<file path="src/sv/ffha_pkg.sv">
package ffha_pkg;

  localparam int HDR_BYTES  = 16;
  localparam int GRAN_BYTES = 8;

  localparam logic [1:0] TAG_NONE = 2'd0;
  localparam logic [1:0] TAG_USED = 2'd1;
  localparam logic [1:0] TAG_FREE = 2'd2;

  localparam logic [1:0] ST_OK      = 2'd0;
  localparam logic [1:0] ST_OOM     = 2'd1;
  localparam logic [1:0] ST_BAD     = 2'd2;
  localparam logic [1:0] ST_CORRUPT = 2'd3;

  localparam logic [2:0] ACT_ALLOC   = 3'd0;
  localparam logic [2:0] ACT_FREE    = 3'd1;
  localparam logic [2:0] ACT_REALLOC = 3'd2;
  localparam logic [2:0] ACT_QUERY   = 3'd3;
  localparam logic [2:0] ACT_REINIT  = 3'd4;

  // datapath micro-operations
  localparam logic [4:0] OP_NOP        = 5'd0;
  localparam logic [4:0] OP_CAPTURE    = 5'd1;
  localparam logic [4:0] OP_DISPATCH   = 5'd2;
  localparam logic [4:0] OP_CLR        = 5'd3;
  localparam logic [4:0] OP_INIT       = 5'd4;
  localparam logic [4:0] OP_WALK_RD    = 5'd5;
  localparam logic [4:0] OP_WALK_EV    = 5'd6;
  localparam logic [4:0] OP_SPLIT_HDR  = 5'd7;
  localparam logic [4:0] OP_SPLIT_LINK = 5'd8;
  localparam logic [4:0] OP_ALLOC_FIN  = 5'd9;
  localparam logic [4:0] OP_LOC_RD     = 5'd10;
  localparam logic [4:0] OP_LOC_EV     = 5'd11;
  localparam logic [4:0] OP_KEEP       = 5'd12;
  localparam logic [4:0] OP_FREE_RD    = 5'd13;
  localparam logic [4:0] OP_FREE_MARK  = 5'd14;
  localparam logic [4:0] OP_FREE_NEXT  = 5'd15;
  localparam logic [4:0] OP_FREE_LINK1 = 5'd16;
  localparam logic [4:0] OP_FREE_PREV  = 5'd17;
  localparam logic [4:0] OP_FREE_LINK2 = 5'd18;
  localparam logic [4:0] OP_OUT_LOAD   = 5'd19;

  typedef struct packed {
    logic [4:0] op;
  } dp_cmd_t;

  typedef struct packed {
    logic [2:0] act;
    logic       addr_zero;
    logic       req_zero;
    logic       clr_last;
    logic       ev_corrupt;
    logic       ev_fit;
    logic       ev_split;
    logic       ev_split_bad;
    logic       ev_end;
    logic       loc_ok;
    logic       keep;
    logic       out_hold;
  } dp_stat_t;

endpackage

</file>
<file path="src/sv/ffha_ctrl.sv">
module ffha_ctrl (
  input  logic               clk,
  input  logic               rst_n,
  input  logic               in_valid,
  output logic               in_stall,
  input  ffha_pkg::dp_stat_t stat,
  output ffha_pkg::dp_cmd_t  cmd
);

  localparam logic [4:0] S_CLR        = 5'd0;
  localparam logic [4:0] S_INIT       = 5'd1;
  localparam logic [4:0] S_IDLE       = 5'd2;
  localparam logic [4:0] S_DISPATCH   = 5'd3;
  localparam logic [4:0] S_WALK_RD    = 5'd4;
  localparam logic [4:0] S_WALK_EV    = 5'd5;
  localparam logic [4:0] S_SPLIT_HDR  = 5'd6;
  localparam logic [4:0] S_SPLIT_LINK = 5'd7;
  localparam logic [4:0] S_ALLOC_FIN  = 5'd8;
  localparam logic [4:0] S_LOC_RD     = 5'd9;
  localparam logic [4:0] S_LOC_EV     = 5'd10;
  localparam logic [4:0] S_KEEP       = 5'd11;
  localparam logic [4:0] S_FREE_RD    = 5'd12;
  localparam logic [4:0] S_FREE_MARK  = 5'd13;
  localparam logic [4:0] S_FREE_NEXT  = 5'd14;
  localparam logic [4:0] S_FREE_LINK1 = 5'd15;
  localparam logic [4:0] S_FREE_PREV  = 5'd16;
  localparam logic [4:0] S_FREE_LINK2 = 5'd17;
  localparam logic [4:0] S_DONE       = 5'd18;

  logic [4:0] state_r, state_nxt;
  logic       boot_r, boot_nxt;
  logic       re_r, re_nxt;

  always_comb begin
    state_nxt = state_r;
    boot_nxt  = boot_r;
    re_nxt    = re_r;
    cmd.op    = ffha_pkg::OP_NOP;
    case (state_r)
      S_CLR: begin
        cmd.op = ffha_pkg::OP_CLR;
        if (stat.clr_last) state_nxt = S_INIT;
      end
      S_INIT: begin
        cmd.op    = ffha_pkg::OP_INIT;
        state_nxt = boot_r ? S_IDLE : S_DONE;
        boot_nxt  = 1'b0;
      end
      S_IDLE: begin
        if (in_valid) begin
          cmd.op    = ffha_pkg::OP_CAPTURE;
          state_nxt = S_DISPATCH;
          re_nxt    = 1'b0;
        end
      end
      S_DISPATCH: begin
        cmd.op = ffha_pkg::OP_DISPATCH;
        case (stat.act)
          ffha_pkg::ACT_ALLOC:   state_nxt = S_WALK_RD;
          ffha_pkg::ACT_FREE:    state_nxt = stat.addr_zero ? S_DONE : S_LOC_RD;
          ffha_pkg::ACT_REALLOC: state_nxt = stat.addr_zero ? S_WALK_RD : S_LOC_RD;
          ffha_pkg::ACT_QUERY:   state_nxt = stat.addr_zero ? S_DONE : S_LOC_RD;
          ffha_pkg::ACT_REINIT:  state_nxt = S_CLR;
          default:               state_nxt = S_DONE;
        endcase
      end
      S_WALK_RD: begin
        cmd.op    = ffha_pkg::OP_WALK_RD;
        state_nxt = S_WALK_EV;
      end
      S_WALK_EV: begin
        cmd.op = ffha_pkg::OP_WALK_EV;
        if (stat.ev_corrupt || stat.ev_split_bad) begin
          state_nxt = S_DONE;
        end else if (stat.ev_split) begin
          state_nxt = S_SPLIT_HDR;
        end else if (stat.ev_fit) begin
          state_nxt = S_ALLOC_FIN;
        end else if (stat.ev_end) begin
          state_nxt = S_DONE;
        end else begin
          state_nxt = S_WALK_RD;
        end
      end
      S_SPLIT_HDR: begin
        cmd.op    = ffha_pkg::OP_SPLIT_HDR;
        state_nxt = S_SPLIT_LINK;
      end
      S_SPLIT_LINK: begin
        cmd.op    = ffha_pkg::OP_SPLIT_LINK;
        state_nxt = S_ALLOC_FIN;
      end
      S_ALLOC_FIN: begin
        cmd.op    = ffha_pkg::OP_ALLOC_FIN;
        state_nxt = re_r ? S_FREE_RD : S_DONE;
      end
      S_LOC_RD: begin
        cmd.op    = ffha_pkg::OP_LOC_RD;
        state_nxt = S_LOC_EV;
      end
      S_LOC_EV: begin
        cmd.op = ffha_pkg::OP_LOC_EV;
        if (!stat.loc_ok) begin
          state_nxt = S_DONE;
        end else if (stat.act == ffha_pkg::ACT_FREE) begin
          state_nxt = S_FREE_RD;
        end else if (stat.act == ffha_pkg::ACT_QUERY) begin
          state_nxt = S_KEEP;
        end else if (stat.req_zero) begin
          state_nxt = S_FREE_RD;
        end else if (stat.keep) begin
          state_nxt = S_KEEP;
        end else begin
          state_nxt = S_WALK_RD;
          re_nxt    = 1'b1;
        end
      end
      S_KEEP: begin
        cmd.op    = ffha_pkg::OP_KEEP;
        state_nxt = S_DONE;
      end
      S_FREE_RD: begin
        cmd.op    = ffha_pkg::OP_FREE_RD;
        state_nxt = S_FREE_MARK;
      end
      S_FREE_MARK: begin
        cmd.op    = ffha_pkg::OP_FREE_MARK;
        state_nxt = S_FREE_NEXT;
      end
      S_FREE_NEXT: begin
        cmd.op    = ffha_pkg::OP_FREE_NEXT;
        state_nxt = S_FREE_LINK1;
      end
      S_FREE_LINK1: begin
        cmd.op    = ffha_pkg::OP_FREE_LINK1;
        state_nxt = S_FREE_PREV;
      end
      S_FREE_PREV: begin
        cmd.op    = ffha_pkg::OP_FREE_PREV;
        state_nxt = S_FREE_LINK2;
      end
      S_FREE_LINK2: begin
        cmd.op    = ffha_pkg::OP_FREE_LINK2;
        state_nxt = S_DONE;
      end
      S_DONE: begin
        if (!stat.out_hold) begin
          cmd.op    = ffha_pkg::OP_OUT_LOAD;
          state_nxt = S_IDLE;
        end
      end
      default: state_nxt = S_CLR;
    endcase
  end

  always_ff @(posedge clk) begin
    if (!rst_n) begin
      state_r <= S_CLR;
      boot_r  <= 1'b1;
      re_r    <= 1'b0;
    end else begin
      state_r <= state_nxt;
      boot_r  <= boot_nxt;
      re_r    <= re_nxt;
    end
  end

  assign in_stall = state_r != S_IDLE;

endmodule

</file>
<file path="config.mk">
export PLATFORM = sky130hd
export DESIGN_NAME = ffha_ctrl
export DESIGN_NICKNAME = d
export VERILOG_FILES = /design/src/sv/ffha_pkg.sv /design/src/sv/ffha_ctrl.sv
export SDC_FILE = /design/constraint.sdc
export NUM_CORES = 1
export LEC_CHECK = 0
export BUFFER_PORTS_ARGS = -buffer_cell sky130_fd_sc_hd__buf_2
export CAP_MARGIN = 30
export CELL_PAD_IN_SITES_DETAIL_PLACEMENT = 0
export CELL_PAD_IN_SITES_GLOBAL_PLACEMENT = 1
export CORE_MARGIN = 4
export CORE_UTILIZATION = 36
export CTS_CLUSTER_DIAMETER = 80
export DETAILED_ROUTE_END_ITERATION = 8
export PLACE_DENSITY = 0.9
export SLEW_MARGIN = 10
export SYNTH_ARGS = -nofsm -noshare
export SYNTH_HDL_FRONTEND = slang
export SYNTH_SLANG_ARGS = --single-unit
</file>
<file path="constraint.sdc">
create_clock -name clk -period 2.5 [get_ports clk]
set_input_delay 0.625 -clock clk [delete_from_list [all_inputs] [get_ports clk]]
set_output_delay 0.625 -clock clk [all_outputs]
set_load 0.01 [all_outputs]
</file>
==> flow_summary.ini, run 1 <==
[sta]
hold_viol = 0
rsz0062_at_grt = no
worst_clock_skew_ns = 0.000628
timing.setup.tns_ns = 0
maxClockFrequency_mhz = 429
final-setup-viol-count = 0
slew_violations = 0
timing.max_slew.rel_slack_pct = 49.9
period_minus_slack_ns = 2.33
final_min_period_over_clock_period_pct = 93.3
timing_worst_slew_pin_value_ns = 0.732

[layout]
areaGrowthSynthToFinish_pct = 19.2
fin_util_pct = 45.2
multi_input_comb_area_um2 = 661
final_area_mm2 = 0.00101
fillerInstances = 249
layout.area.seq_um2 = 140
share_of_layout_cells_above_drive_strength_1_pct = 25.0
diode_count = 0
layout.nets = 162

[critical_path]
crit_type = reg2out
worst_path_largest_cell_delay_ns = 0.70
timing.critical_path.arrival_ns = 1.71
crit_start = state_r[0]
worst_path_max_delay_cell = sky130_fd_sc_hd__dfxtp_1
type_of_origin_of_the_critical_path = flop
crit_chain = nand2b_1 -> nor2b_1 -> o31ai_1 -> buf_2
worstPathMaxFanout = 19
critPathRequiredTime_ns = 1.88
crit-reg2reg-launch = state_r[0]
endpoint_kind = output port

[power]
power_density_mw_per_mm2 = 721
irDropWorstVdd_uv = 410
finalPower_uw = 728
power.net_switching_uw = 330
power.leakage_uw = 0.000387
power_frac_seq_pct = 31.5
power_frac_clock_pct = 14.0
p_int_uw = 399
switching_share_pct = 45.3
combinational_share_of_power_pct = 54.5

[cts]
clock_tree.buffer_depth = 2
post_cts_hold_buffer_count = 0
tritoncts = built
cts_resized = 0
cts_num_sinks = 7
cts-htree-levels = 1
cts-root-buf = sky130_fd_sc_hd__clkbuf_4
cts.clk_slew.worst_paths_ns = 0.05
cts_post_setup_buffers_inserted = 0
clk_latency_ns = 0.25
clock_buffer_count_from_cts = 3

[routing]
drt_first_pass_iters = 4
vias_per_cell = 5.78
drt-wirelength-per-cell_um = 13.7
drc = 0
detail-route-antenna-nets = 0
totalWireLength_mm = 2.35
initialDrtViolationCount = 37
route.vias.total = 994

[placed_design]
hpwl_after_detailed_placement_mm = 1.80
place_congestion = 0.806
numPortBuffers = 22
placedInstanceArea_um2 = 983

[min_path]
hold_path_startpoint = re_r
hold_class = reg2reg

[grt]
initial_antenna_violation_count = 0
global_route.overflow_total = 0
first_pass_grt_wire_length_mm = 3.95
vias_in_the_first_global_route = 885
maximum_number_of_pins_on_one_net_before_global_route_repair = 20
grt_usage_pct = 15.3

[synth]
post_synth_instance_area_um2 = 847
synth_seq_cells = 7
synth_seq_area_share_pct = 16.5
synthesis.instances = 124
synthesis.nets = 141
async_flop_share_pct = 0
synth-edff-count = 0
dominantRegCellSynth = sky130_fd_sc_hd__dfxtp_1
synth.avg_cell_area_um2 = 6.83
netlist-cell-type-count = 41
synth_warnings = 0

[die]
fp.dieH_um = 56.5
rows = 17
num_io_pins = 23
die_footprint_mm2 = 0.00319
core-area_mm2 = 0.00223
initial_core_util_pct = 37.9
die_w_um = 56.5

[job]
max-cap-violations = 0

[run_status]
status = finished, final reports clean
-- per-stage QoR --
stage               worst slack, ns  hold slack, ns  instances
finish                        0.168           0.471        172
global route                0.00196           0.485        172
CTS                           0.166           0.466        172
detailed placement            0.452           0.450        168
global placement              0.511           0.450        168
floorplan                     0.477           0.433        124
-- placed cells by master, fill, tap and decap left out, drive strengths merged, types with 3 or more instances in the layout --
cell     instances
a2111oi          4
a21oi            6
and2             3
buf             26
clkbuf           4
dfxtp            7
nand2            7
nand2b          11
nand3            5
nor2            13
nor2b            7
nor3             4
o21ai           10
o21bai           3
o311ai           3
or2              3
-- synthesized netlist by cell type, types with 2 or more instances --
master                      number  area (um2)
sky130_fd_sc_hd__a21oi_1         6        30.0
sky130_fd_sc_hd__o21ai_0         9        45.0
sky130_fd_sc_hd__o21a_1          2        15.0
sky130_fd_sc_hd__nor3_1          4        20.0
sky130_fd_sc_hd__a31oi_1         2        12.5
sky130_fd_sc_hd__o31ai_1         2        15.0
sky130_fd_sc_hd__nand3_1         5        25.0
sky130_fd_sc_hd__clkbuf_1        8        30.0
sky130_fd_sc_hd__o21bai_1        3        22.5
sky130_fd_sc_hd__nand2b_1       11        68.8
sky130_fd_sc_hd__a22oi_1         2        15.0
sky130_fd_sc_hd__o311ai_0        3        26.3
sky130_fd_sc_hd__and2_1          3        18.8
sky130_fd_sc_hd__a2111oi_0       4        35.0
sky130_fd_sc_hd__nor2_1         13        48.8
sky130_fd_sc_hd__inv_1           2        7.51
sky130_fd_sc_hd__nand2_1         7        26.3
sky130_fd_sc_hd__nor2b_1         7        43.8
sky130_fd_sc_hd__dfxtp_1         7         140
sky130_fd_sc_hd__or2_2           3        18.8
-- final cells by class --
type	count	share of cell area, %
multi-input cells	105	65.4
flip-flops and latches	7	13.9
repair buffers	26	13.9
well taps	28	3.47
clock buffers	4	2.60
inverters	2	0.743
-- routing by layer --
metal / track usage, % / routed length [um] / vias up / share of wire (%)
met5: 0 / 0 / - / 0
met4: 5.42 / 23 / 0 / 0.98
met3: 3.22 / 135 / 4 / 5.7
met2: 24.3 / 1160 / 30 / 49
met1: 20.3 / 1030 / 462 / 44
li1: - / - / 498 / -
-- power by group through the flow --
stage               logic [uW]  clock network (uW)  registers, uW
floorplan                  335                   0            156
global placement           390                   0            227
detailed placement         399                   0            228
CTS                        400                 107            226
global route               445                 115            238
finish                     397                 102            229
-- registers in the layout, indices dropped and copies added (netlist names) --
name and count:
boot_r 1, re_r 1, state_r 5
-- worst paths after layout --
path                            slack [ns]  cells past startpoint         end
worst max-delay path                  0.17                      4      cmd[1]
worst min-delay path                  0.47                      1        re_r
worst min register to register        0.47                      1        re_r
worst max register to register        0.48                      4  state_r[1]
-- worst max-delay path, delay by kind of cell, from the launching register on --
| family | cells | cell delay, ns |
|---|---|---|
| AO/OA/AOI/OAI | 1 | 0.19 |
| buffers and inverters | 1 | 0.17 |
| flip-flops | 1 | 0.70 |
| AND/OR/NAND/NOR | 2 | 0.39 |
-- kinds of logic (layout without fill, tap and decap cells) --
kind of cell,Yosys count,in the layout,synth area share [%]
muxes,2,2,2.51
buffers and inverters,12,32,5.46
AOI/OAI and AO/OA,41,41,34.9
xor gates and xnor gates,1,1,1.03
DFF,7,7,16.5
and+or+nand+nor,61,61,39.6
(Power assumes the default switching activity.)
==> inputs of run 2 (changes only) <==
--- a/config.mk
+++ b/config.mk
@@ -13,7 +13,7 @@
 export CORE_UTILIZATION = 36
 export CTS_CLUSTER_DIAMETER = 80
 export DETAILED_ROUTE_END_ITERATION = 8
-export PLACE_DENSITY = 0.9
+export PLACE_DENSITY_LB_ADDON = 0.1
 export SLEW_MARGIN = 10
 export SYNTH_ARGS = -nofsm -noshare
 export SYNTH_HDL_FRONTEND = slang
==> run 2 against run 1 <==
Clock power hardly changed. Total power is 4.5% higher. Sequential power shrank 20%.
==> flow_summary.ini, run 2 (synthesis gave the netlist of run 1 again) <==
[routing]
drc = 0
initialDrtViolationCount = 36
drt_first_pass_iters = 4
route.vias.total = 994
totalWireLength_mm = 2.53
drt-wirelength-per-cell_um = 14.5
vias_per_cell = 5.68
detail-route-antenna-nets = 0

[critical_path]
crit_start = state_r[2]
rr_worst_depth = 4
type_of_origin_of_the_critical_path = flop
worstPathMaxFanout = 18
crit-reg2reg-launch = state_r[3]
crit_type = reg2out
r2r_setup_slack_ns = 0.51
endpoint = cmd[0]
critPathRequiredTime_ns = 1.88
timing.critical_path.arrival_ns = 1.63
regToRegEndpoint = state_r[0]
endpoint_kind = output port

[cts]
clock_tree.buffer_depth = 2
clk_latency_ns = 0.25
clock_buffer_count_from_cts = 3
cts-root-buf = sky130_fd_sc_hd__clkbuf_4
cts_post_setup_buffers_inserted = 0
cts-htree-levels = 1
cts_num_sinks = 7
cts.clk_slew.worst_paths_ns = 0.06
tritoncts = built
post_cts_hold_buffer_count = 0
cts_resized = 0

[sta]
period_minus_slack_ns = 2.25
final_min_period_over_clock_period_pct = 90.2
worst_clock_skew_ns = 0.00519
final-setup-viol-count = 0
slew_violations = 0
maxClockFrequency_mhz = 444
rsz0062_at_grt = no
timing_worst_slew_pin_value_ns = 0.689
timing.max_slew.rel_slack_pct = 52.9
hold_viol = 0
timing.setup.tns_ns = 0

[power]
switching_share_pct = 44.7
combinational_share_of_power_pct = 62.1
finalPower_uw = 761
power_density_mw_per_mm2 = 738
p_int_uw = 421
irDropWorstVdd_uv = 389
power.leakage_uw = 0.000403
power_frac_seq_pct = 24.2
power_frac_clock_pct = 13.7
power.net_switching_uw = 340

[die]
initial_core_util_pct = 37.9
fp.dieH_um = 56.5
rows = 17
die_w_um = 56.5
core-area_mm2 = 0.00223
die_footprint_mm2 = 0.00319
num_io_pins = 23

[run_status]
status = finished, final reports clean

[layout]
share_of_layout_cells_above_drive_strength_1_pct = 26.5
reg_top3 = state_r: 5 flops, boot_r: 1 flops, re_r: 1 flops
largest_register_ffs = 5
diode_count = 0
max_flop_register = state_r
layout.nets = 165
areaGrowthSynthToFinish_pct = 21.9
mostFrequentLayoutCell = sky130_fd_sc_hd__buf_2
layout_common_cells = sky130_fd_sc_hd__buf_2 (22), sky130_fd_sc_hd__nor2_1 (13), sky130_fd_sc_hd__nand2b_1 (11)

[placed_design]
hpwl_after_detailed_placement_mm = 1.94
numPortBuffers = 22
place_congestion = 0.755

[grt]
global_route.overflow_total = 0
first_pass_grt_wire_length_mm = 4.31
grt_usage_pct = 16.7
maximum_number_of_pins_on_one_net_before_global_route_repair = 19
initial_antenna_violation_count = 0
vias_in_the_first_global_route = 936

[job]
max-cap-violations = 0

[min_path]
hold_class = reg2reg
run 2: area by class of cell:
class | instances | area, um2
Fill cell | 246 | 1200
Multi-Input combinational cell | 105 | 661
Timing Repair Buffer | 29 | 163
Sequential cell | 7 | 140
Tap cell | 28 | 35.0
Clock buffer | 4 | 26.3
Inverter | 2 | 7.51
run 2: how the worst min path moves through the flow:
stage	depth (start not counted)	to	slack, ns	startpoint
CTS	1	re_r	0.46	re_r
global placement	1	re_r	0.45	re_r
detailed placement	1	re_r	0.45	re_r
global route	1	re_r	0.47	re_r
finish	1	re_r	0.46	re_r
floorplan	1	re_r	0.43	re_r
run 2: critical path: stages (launching register included):
cell	delay (ns)
sky130_fd_sc_hd__dfxtp_1	0.66
sky130_fd_sc_hd__or3_1	0.21
sky130_fd_sc_hd__o21ai_0	0.08
sky130_fd_sc_hd__a221oi_1	0.24
sky130_fd_sc_hd__buf_2	0.18
run 2: stage by stage:
step	area, um2	worst slack (ns)	util, %	std cells	hold WS, ns
finish	1030	0.245	46.2	175	0.455
global route	1030	0.0820	46.2	175	0.470
CTS	1030	0.255	46.2	175	0.460
detailed placement	1010	0.488	45.0	171	0.447
global placement	1010	0.522	45.0	171	0.453
floorplan	847	0.477	-	124	0.433
run 2: power by group through the flow:
stage | Clock, uW | Combinational [uW] | Sequential (uW)
finish | 104 | 473 | 184
global placement | 0 | 472 | 182
floorplan | 0 | 335 | 156
detailed placement | 0 | 472 | 186
CTS | 107 | 475 | 183
global route | 117 | 527 | 189
run 2: metal layers:
| layer | track usage (%) | share of wire, % |
|---|---|---|
| met5 | 0 | 0 |
| met4 | 2.03 | 0.36 |
| met3 | 4.14 | 6.2 |
| met2 | 26.1 | 45 |
| met1 | 23.6 | 49 |
==> inputs of run 3 (changes only) <==
--- a/config.mk
+++ b/config.mk
@@ -13,6 +13,7 @@
 export CORE_UTILIZATION = 36
 export CTS_CLUSTER_DIAMETER = 80
 export DETAILED_ROUTE_END_ITERATION = 8
+export MAX_ROUTING_LAYER = met4
 export PLACE_DENSITY_LB_ADDON = 0.1
 export SLEW_MARGIN = 10
 export SYNTH_ARGS = -nofsm -noshare
==> run 3 against run 2 <==
Clock power about the same. Combinational power about the same. Non-clock buffer count unchanged. Wire length about the same. Sequential cell count unchanged. Via count unchanged. Sequential power about the same. Largest cell class unchanged.
==> flow_summary.ini, run 3 (synthesis gave the netlist of run 1 again) <==
[routing]
initialDrtViolationCount = 36
vias_per_cell = 5.68
drt_first_pass_iters = 4
route.vias.total = 994
totalWireLength_mm = 2.54
drc = 0
drt-wirelength-per-cell_um = 14.5
detail-route-antenna-nets = 0

[sta]
period_minus_slack_ns = 2.25
slew_violations = 0
final-setup-viol-count = 0
worst_clock_skew_ns = 0.00519
timing.setup.tns_ns = 0
final_min_period_over_clock_period_pct = 90.2
timing_worst_slew_pin_value_ns = 0.689
maxClockFrequency_mhz = 444
post-route-worst-setup-slack_ns = 0.245
hold_viol = 0
timing.max_slew.rel_slack_pct = 52.9
rsz0062_at_grt = no

[die]
die_footprint_mm2 = 0.00319
initial_core_util_pct = 37.9
die_w_um = 56.5
fp.dieH_um = 56.5
num_io_pins = 23
core-area_mm2 = 0.00223
rows = 17

[power]
power_density_mw_per_mm2 = 738
power.leakage_uw = 0.000403
finalPower_uw = 761
irDropWorstVdd_uv = 389

[cts]
cts-root-buf = sky130_fd_sc_hd__clkbuf_4
clk_latency_ns = 0.25
clock_tree.buffer_depth = 2
post_cts_hold_buffer_count = 0
cts_resized = 0
cts_post_setup_buffers_inserted = 0
cts-htree-levels = 1
tritoncts = built
clock_buffer_count_from_cts = 3
cts.clk_slew.worst_paths_ns = 0.06
cts_num_sinks = 7

[grt]
initial_antenna_violation_count = 0
vias_in_the_first_global_route = 936
first_pass_grt_wire_length_mm = 4.31
global_route.overflow_total = 0
grt_usage_pct = 17.2
maximum_number_of_pins_on_one_net_before_global_route_repair = 19

[placed_design]
placedInstanceArea_mm2 = 0.00101
place_congestion = 0.765
hpwl_after_detailed_placement_mm = 1.94
place_inst = 171
numPortBuffers = 22
detailedPlace.worstSlack_ns = 0.488

[critical_path]
type_of_origin_of_the_critical_path = flop
worstPathMaxFanout = 18
regToRegEndpoint = state_r[0]
endpoint_kind = output port
crit_start = state_r[2]
crit-reg2reg-launch = state_r[3]
critPathBufInv = 1
worst_path_max_delay_cell = sky130_fd_sc_hd__dfxtp_1
crit_chain = or3_1 -> o21ai_0 -> a221oi_1 -> buf_2
rr_worst_depth = 4
crit_type = reg2out
worst_path_largest_cell_delay_ns = 0.66
dominant_delay_contributor_by_cell_family_on_the_critical_path = flip-flops
timing.critical_path.arrival_ns = 1.63
r2r_setup_slack_ns = 0.51
critPathRequiredTime_ns = 1.88

[layout]
layout_common_cells = sky130_fd_sc_hd__buf_2 (22), sky130_fd_sc_hd__nor2_1 (13), sky130_fd_sc_hd__nand2b_1 (11)
share_of_layout_cells_above_drive_strength_1_pct = 26.5
reg_top3 = state_r: 5 flops, boot_r: 1 flops, re_r: 1 flops
mostFrequentLayoutCell = sky130_fd_sc_hd__buf_2
areaGrowthSynthToFinish_pct = 21.9
final_area_mm2 = 0.00103
max_flop_register = state_r
diode_count = 0
largest_register_ffs = 5
final-instance-count-excl-fill = 175
layout.nets = 165

[min_path]
hold_path_startpoint = re_r
whs_endpoint = re_r
min_path_cells = 1
hold_class = reg2reg

[job]
max-cap-violations = 0

[run_status]
status = finished, final reports clean
[run 3: cell counts in the layout (fill, tap and decap cells not counted)]
No cell type changed its count.
[run 3: per-layer routing]
metal,GRT usage [%],wire length [um],vias to the layer above
li1,-,-,508
met1,23.8,1240,453
met2,26.1,1130,31
met3,3.91,151,2
met4,2.03,9,0
met5,-,0,-
[run 3: power breakdown]
part | internal (uW) | switching [uW]
combinational | 220 | 253
clock | 61.0 | 43.3
sequential | 140 | 43.8
[run 3: area by class of cell]
type | count | area (um2)
Clock buffer | 4 | 26.3
Fill cell | 246 | 1200
Inverter | 2 | 7.51
Multi-Input combinational cell | 105 | 661
Sequential cell | 7 | 140
Tap cell | 28 | 35.0
Timing Repair Buffer | 29 | 163
[run 3: worst max-delay path by stage]
stage | to | depth (start not counted)
after floorplan | cmd[1] | 5
after global placement | cmd[1] | 5
after detailed placement | cmd[1] | 5
after CTS | cmd[0] | 3
after global routing | cmd[0] | 4
final | cmd[0] | 4
[run 3: metrics by stage]
| step | hold slack [ns] | utilization [%] |
|---|---|---|
| final | 0.455 | 46.2 |
| after global routing | 0.470 | 46.2 |
| after CTS | 0.460 | 46.2 |
| after detailed placement | 0.447 | 45.0 |
| after global placement | 0.453 | 45.0 |
| after floorplan | 0.433 | - |
